[config.mk]
export PLATFORM = sky130hd
export DESIGN_NAME = phfdc_ctrl
export DESIGN_NICKNAME = d
export VERILOG_FILES = /design/src/hw/rtl/phfdc_pkg.sv /design/src/hw/rtl/phfdc_ctrl.sv
export SDC_FILE = /design/constraint.sdc
export NUM_CORES = 1
export LEC_CHECK = 0
export ABC_CLOCK_PERIOD_IN_PS = 900
export BUFFER_PORTS_ARGS = -buffer_cell sky130_fd_sc_hd__buf_4
export CAP_MARGIN = 20
export CELL_PAD_IN_SITES_DETAIL_PLACEMENT = 1
export CELL_PAD_IN_SITES_GLOBAL_PLACEMENT = 1
export CORE_AREA = 5 5 42 44
export CTS_CLUSTER_DIAMETER = 40
export DETAILED_ROUTE_END_ITERATION = 10
export DIE_AREA = 0 0 47 49
export PLACE_DENSITY = 0.6
export SYNTH_ARGS = -nofsm -noshare
export SYNTH_HDL_FRONTEND = slang
export SYNTH_SLANG_ARGS = --single-unit
[constraint.sdc]
create_clock -name clk -period 0.9 [get_ports clk]
set_input_delay 0.09 -clock clk [delete_from_list [all_inputs] [get_ports clk]]
set_output_delay 0.09 -clock clk [all_outputs]
set_load 0.02 [all_outputs]
[src/hw/rtl/phfdc_pkg.sv]
// Shared types and constants for the per-host flow direction counter.
// No dependencies; used by the controller, the datapath and the top level.
package phfdc_pkg;

    localparam int TABLE_ENTRIES_DEF = 256;
    localparam int WORD_W            = 32;
    localparam int SLOT_W            = 8;

    localparam logic OP_RECORD = 1'b0;
    localparam logic OP_READ   = 1'b1;

    typedef enum logic [2:0] {
        ST_IDLE,
        ST_SRC_SCAN,
        ST_SRC_UPD,
        ST_DST_SCAN,
        ST_DST_UPD,
        ST_RD_ISSUE,
        ST_RD_DATA
    } state_t;

    // One table entry as stored in the memory.
    typedef struct packed {
        logic [WORD_W-1:0] key;
        logic [WORD_W-1:0] bidir;
        logic [WORD_W-1:0] one_out;
        logic [WORD_W-1:0] one_in;
    } entry_t;

    typedef struct packed {
        logic accept;      // latch the input word
        logic scan_init;   // restart scan pointer
        logic scan_run;    // step the table scan
        logic dst_pass;    // work on destination address
        logic upd;         // write back / insert the found entry
        logic rd_issue;    // read the requested slot
        logic rd_capture;  // load read result
        logic rec_finish;  // load record result
    } ctrl_cmd_t;

    typedef struct packed {
        logic scan_done;   // hit or miss resolved
    } ctrl_sts_t;

    function automatic logic [WORD_W-1:0] sat_inc(input logic [WORD_W-1:0] v);
        sat_inc = (&v) ? v : v + WORD_W'(1);
    endfunction

endpackage

[src/hw/rtl/phfdc_ctrl.sv]
// Sequencing FSM for the per-host flow direction counter.
// Depends on phfdc_pkg; drives phfdc_datapath through ctrl_cmd_t.
module phfdc_ctrl (
    input  logic                 clk,
    input  logic                 rst_n,
    input  logic                 start,
    input  logic                 opcode,
    input  phfdc_pkg::ctrl_sts_t sts,
    output phfdc_pkg::ctrl_cmd_t cmd,
    output logic                 busy,
    output logic                 done
);

    phfdc_pkg::state_t state_reg, state_next;
    logic              done_reg, done_next;

    always_ff @(posedge clk or negedge rst_n)
    begin
        if (!rst_n)
        begin
            state_reg <= phfdc_pkg::ST_IDLE;
            done_reg  <= 1'b0;
        end
        else
        begin
            state_reg <= state_next;
            done_reg  <= done_next;
        end
    end

    always_comb
    begin
        state_next = state_reg;
        done_next  = 1'b0;
        cmd        = '0;
        case (state_reg)
            phfdc_pkg::ST_IDLE:
            begin
                if (start)
                begin
                    cmd.accept = 1'b1;
                    if (opcode == phfdc_pkg::OP_READ)
                    begin
                        state_next = phfdc_pkg::ST_RD_ISSUE;
                    end
                    else
                    begin
                        cmd.scan_init = 1'b1;
                        state_next    = phfdc_pkg::ST_SRC_SCAN;
                    end
                end
            end
            phfdc_pkg::ST_SRC_SCAN:
            begin
                cmd.scan_run = 1'b1;
                if (sts.scan_done)
                begin
                    state_next = phfdc_pkg::ST_SRC_UPD;
                end
            end
            phfdc_pkg::ST_SRC_UPD:
            begin
                cmd.upd       = 1'b1;
                cmd.scan_init = 1'b1;
                state_next    = phfdc_pkg::ST_DST_SCAN;
            end
            phfdc_pkg::ST_DST_SCAN:
            begin
                cmd.scan_run = 1'b1;
                cmd.dst_pass = 1'b1;
                if (sts.scan_done)
                begin
                    state_next = phfdc_pkg::ST_DST_UPD;
                end
            end
            phfdc_pkg::ST_DST_UPD:
            begin
                cmd.upd        = 1'b1;
                cmd.dst_pass   = 1'b1;
                cmd.rec_finish = 1'b1;
                done_next      = 1'b1;
                state_next     = phfdc_pkg::ST_IDLE;
            end
            phfdc_pkg::ST_RD_ISSUE:
            begin
                cmd.rd_issue = 1'b1;
                state_next   = phfdc_pkg::ST_RD_DATA;
            end
            phfdc_pkg::ST_RD_DATA:
            begin
                cmd.rd_capture = 1'b1;
                done_next      = 1'b1;
                state_next     = phfdc_pkg::ST_IDLE;
            end
            default:
            begin
                state_next = phfdc_pkg::ST_IDLE;
            end
        endcase
    end

    assign busy = (state_reg != phfdc_pkg::ST_IDLE);
    assign done = done_reg;

endmodule

==> metrics.csv <==
stage,metric,value,unit
outcome,violations,setup timing,
yosys,yosysWarnings,0,
layout,final_common_cell,buf_4,
clock_network,h-tree-depth,1,
yosys,synth-seq-area-share,0.357,
die,ios,15,
pwr,intPower,1.20,mW
route,drt_pass1_iterations,2,
grt,grt_usage,0.0876,
layout,final_cell_mix,"buf_4 (16), buf_6 (9), nor2_1 (3), clkbuf_4 (3), dfrtp_1 (3)",
layout,seq_area,101,um^2
critical_path,crit_chain,"or3_4, nor2_4, buf_6",
layout,fin_util,0.399,
timing,finalSetupViolCount,13,
grt,grt_overflow,0,
timing,slew_viol_final,0,
layout,largest_reg_flops,3,
yosys,syn_inst,30,
min_path,min_path_cells,3,
grt,grt_pass1_vias,343,
grt,grt_pass1_wl,1440,um
pwr,swShare,0.407,
yosys,yosysUniqueCellTypes,22,
pwr,p_comb_frac,0.721,
die,design.core.area,0.00140,mm^2
timing,relSlewSlack,0.912,
die,die_area,0.00230,mm^2
layout,drive_gt1_frac,0.661,
yosys,synth.avg_cell_area,9.34,um^2
placement,detailed_place_hpwl,578,um
placement,io_buffer_count,14,
grt,grt_max_degree,8,
pwr,finalPower,2.03,mW
critical_path,required,810,ps
pwr,ir_worst_vdd,0.978,mV
grt,antenna_found_initial,0,
layout,multi_input_area,176,um^2
route,drc,0,
route,drt_iter0_drc,1,
timing,tightest_slew,129,ps
flow_run,cap_violations,0,
yosys,synth-seq-cells,4,
clock_network,cts_tree,done,
placement,dpl.cell_count,64,
timing,fin_crit_sh,1.49,
critical_path,cpMaxStageDelayCell,or3_4,
pwr,powerDensity,3620,mW/mm^2
pwr,p_sw,0.824,mW
route,wl_per_cell,11.8,um
layout,fin_area,559,um^2
outcome,status,"finished, violations left",
clock_network,clock_path_buffers,2,
route,vias_per_cell,4.38,
critical_path,crit_path_end_kind,output pin,
min_path,hp-class,in -> reg,
timing,min_period,1340,ps
timing,finalHoldViolations,0,
timing,fmax,745,MHz
die,start_util,0.200,
pwr,clkPwrFrac,0.107,
layout,nets,63,
critical_path,worst_setup_path_start_kind,flop,
critical_path,worstPathMaxFanout,3,
route,postRouteAntennaNets,0,
timing,fin_skew,3.74,ps
layout,final_cells,72,
die,dieHeight,49,um
layout,fillers,175,
timing,holdWs,117,ps
yosys,synth_area,280,um^2
route,vias,315,
die,die_x,47,um
clock_network,clk_pin_slew,40,ps
pwr,pwr-share-seq,0.172,
timing,fin_ws,-441,ps
layout,area_growth_syn_to_layout,99.6,%
placement,gp_congestion,0.728,
critical_path,cpPeakStageDelay,420,ps
timing,rsz0062_at_grt,yes,
critical_path,critical_path_class,reg -> out,
clock_network,clk_latency,230,ps
route,finalWirelength,847,um
critical_path,r2r_cells,3,
layout,n_antenna_cell,0,
critical_path,cp.arrival,1250,ps
yosys,synthesis.nets,35,
placement,placed_cell_area,457,um^2
clock_network,cts-root-buf,clkbuf_4,
pwr,p_leak,0.285,nW
clock_network,cts_inserted_buffers,3,
clock_network,cts.sinks,4,
die,rows,14,
## cells in the mapped netlist
| master | count | area, um^2 |
|---|---|---|
| and2_1 | 1 | 6.26 |
| nor2_2 | 1 | 6.26 |
| nand4b_1 | 1 | 8.76 |
| nand4bb_1 | 1 | 11.3 |
| and2b_1 | 1 | 7.51 |
| nor3_1 | 1 | 5.00 |
| nor2b_1 | 2 | 12.5 |
| o211ai_1 | 1 | 7.51 |
| nor2_1 | 3 | 11.3 |
| nand3b_1 | 1 | 7.51 |
| mux2i_1 | 1 | 10.0 |
| o21a_1 | 1 | 7.51 |
| or3_4 | 1 | 11.3 |
| inv_1 | 2 | 7.51 |
| nor3b_1 | 1 | 7.51 |
| xnor2_1 | 1 | 8.76 |
| buf_2 | 1 | 5.00 |
| o21ai_0 | 1 | 5.00 |
| buf_6 | 1 | 11.3 |
| a21o_1 | 2 | 15.0 |
| buf_4 | 1 | 7.51 |
| dfrtp_1 | 4 | 100 |
## final timing paths
kind	slack, ps	from	to
min in group asynchronous	200	rst_n	done$_DFF_PN0_
min reg2reg	730	state_reg[0]$_DFFE_PN0P_	state_reg[0]$_DFFE_PN0P_
max reg2reg	-130	state_reg[2]$_DFFE_PN0P_	state_reg[2]$_DFFE_PN0P_
min	120	start	state_reg[0]$_DFFE_PN0P_
max in group asynchronous	590	rst_n	state_reg[2]$_DFFE_PN0P_
max	-440	state_reg[1]$_DFFE_PN0P_	cmd[7]
## through the flow
stage          setup TNS, ps  worst slack (ps)
6_report               -3490              -441
5_1_grt                -4190              -493
4_1_cts                -3480              -444
3_5_place_dp           -1430              -220
3_3_place_gp           -1320              -198
2_1_floorplan           -832              -267
## critical path, delay by kind of cell (launching register included)
kind                   cells  cell delay (ps)
buffers and inverters      1              120
AND/OR/NAND/NOR            2              510
flip-flops                 1              400
## area by class of cell
cell class | count | area share
Sequential cell | 4 | 0.181
Clock buffer | 3 | 0.0403
Tap cell | 16 | 0.0358
Multi-Input combinational cell | 21 | 0.315
Timing Repair Buffer | 26 | 0.414
Inverter | 2 | 0.0134
## power by group through the flow
| stage | sequential (mW) | combinational [mW] | clock, mW |
|---|---|---|---|
| floorplan | 0.313 | 0.819 | 0 |
| global placement | 0.334 | 1.26 | 0 |
| detailed placement | 0.340 | 1.26 | 0 |
| CTS | 0.345 | 1.41 | 0.231 |
| global route | 0.364 | 1.56 | 0.244 |
| finish | 0.349 | 1.46 | 0.216 |
## per-layer routing
metal  global-route usage  share of wire  vias to the layer above
met5                    0              0                        -
met2                0.133           0.50                        9
met4               0.0553          0.020                        0
met3               0.0221          0.052                        2
li1                     -              -                      152
met1                0.104           0.42                      152
## cells by family (layout without fill, tap and decap cells)
family / after synthesis / in the layout / synth area share
mux: 1 / 1 / 0.0357
compound gates: 5 / 5 / 0.125
simple gates: 14 / 14 / 0.339
xor+xnor: 1 / 1 / 0.0313
buf+inv: 5 / 31 / 0.112
flops: 4 / 4 / 0.357
## what timing repair did
action,in CTS,in global routing
setup endpoints to repair,13,12
hold buffers,1,0
pin swaps,3,1
setup buffers,3,2
hold endpoints to repair,4,0
resized for setup,8,3
cloned,0,0
Note: power is estimated with default switching activity, not from simulation.
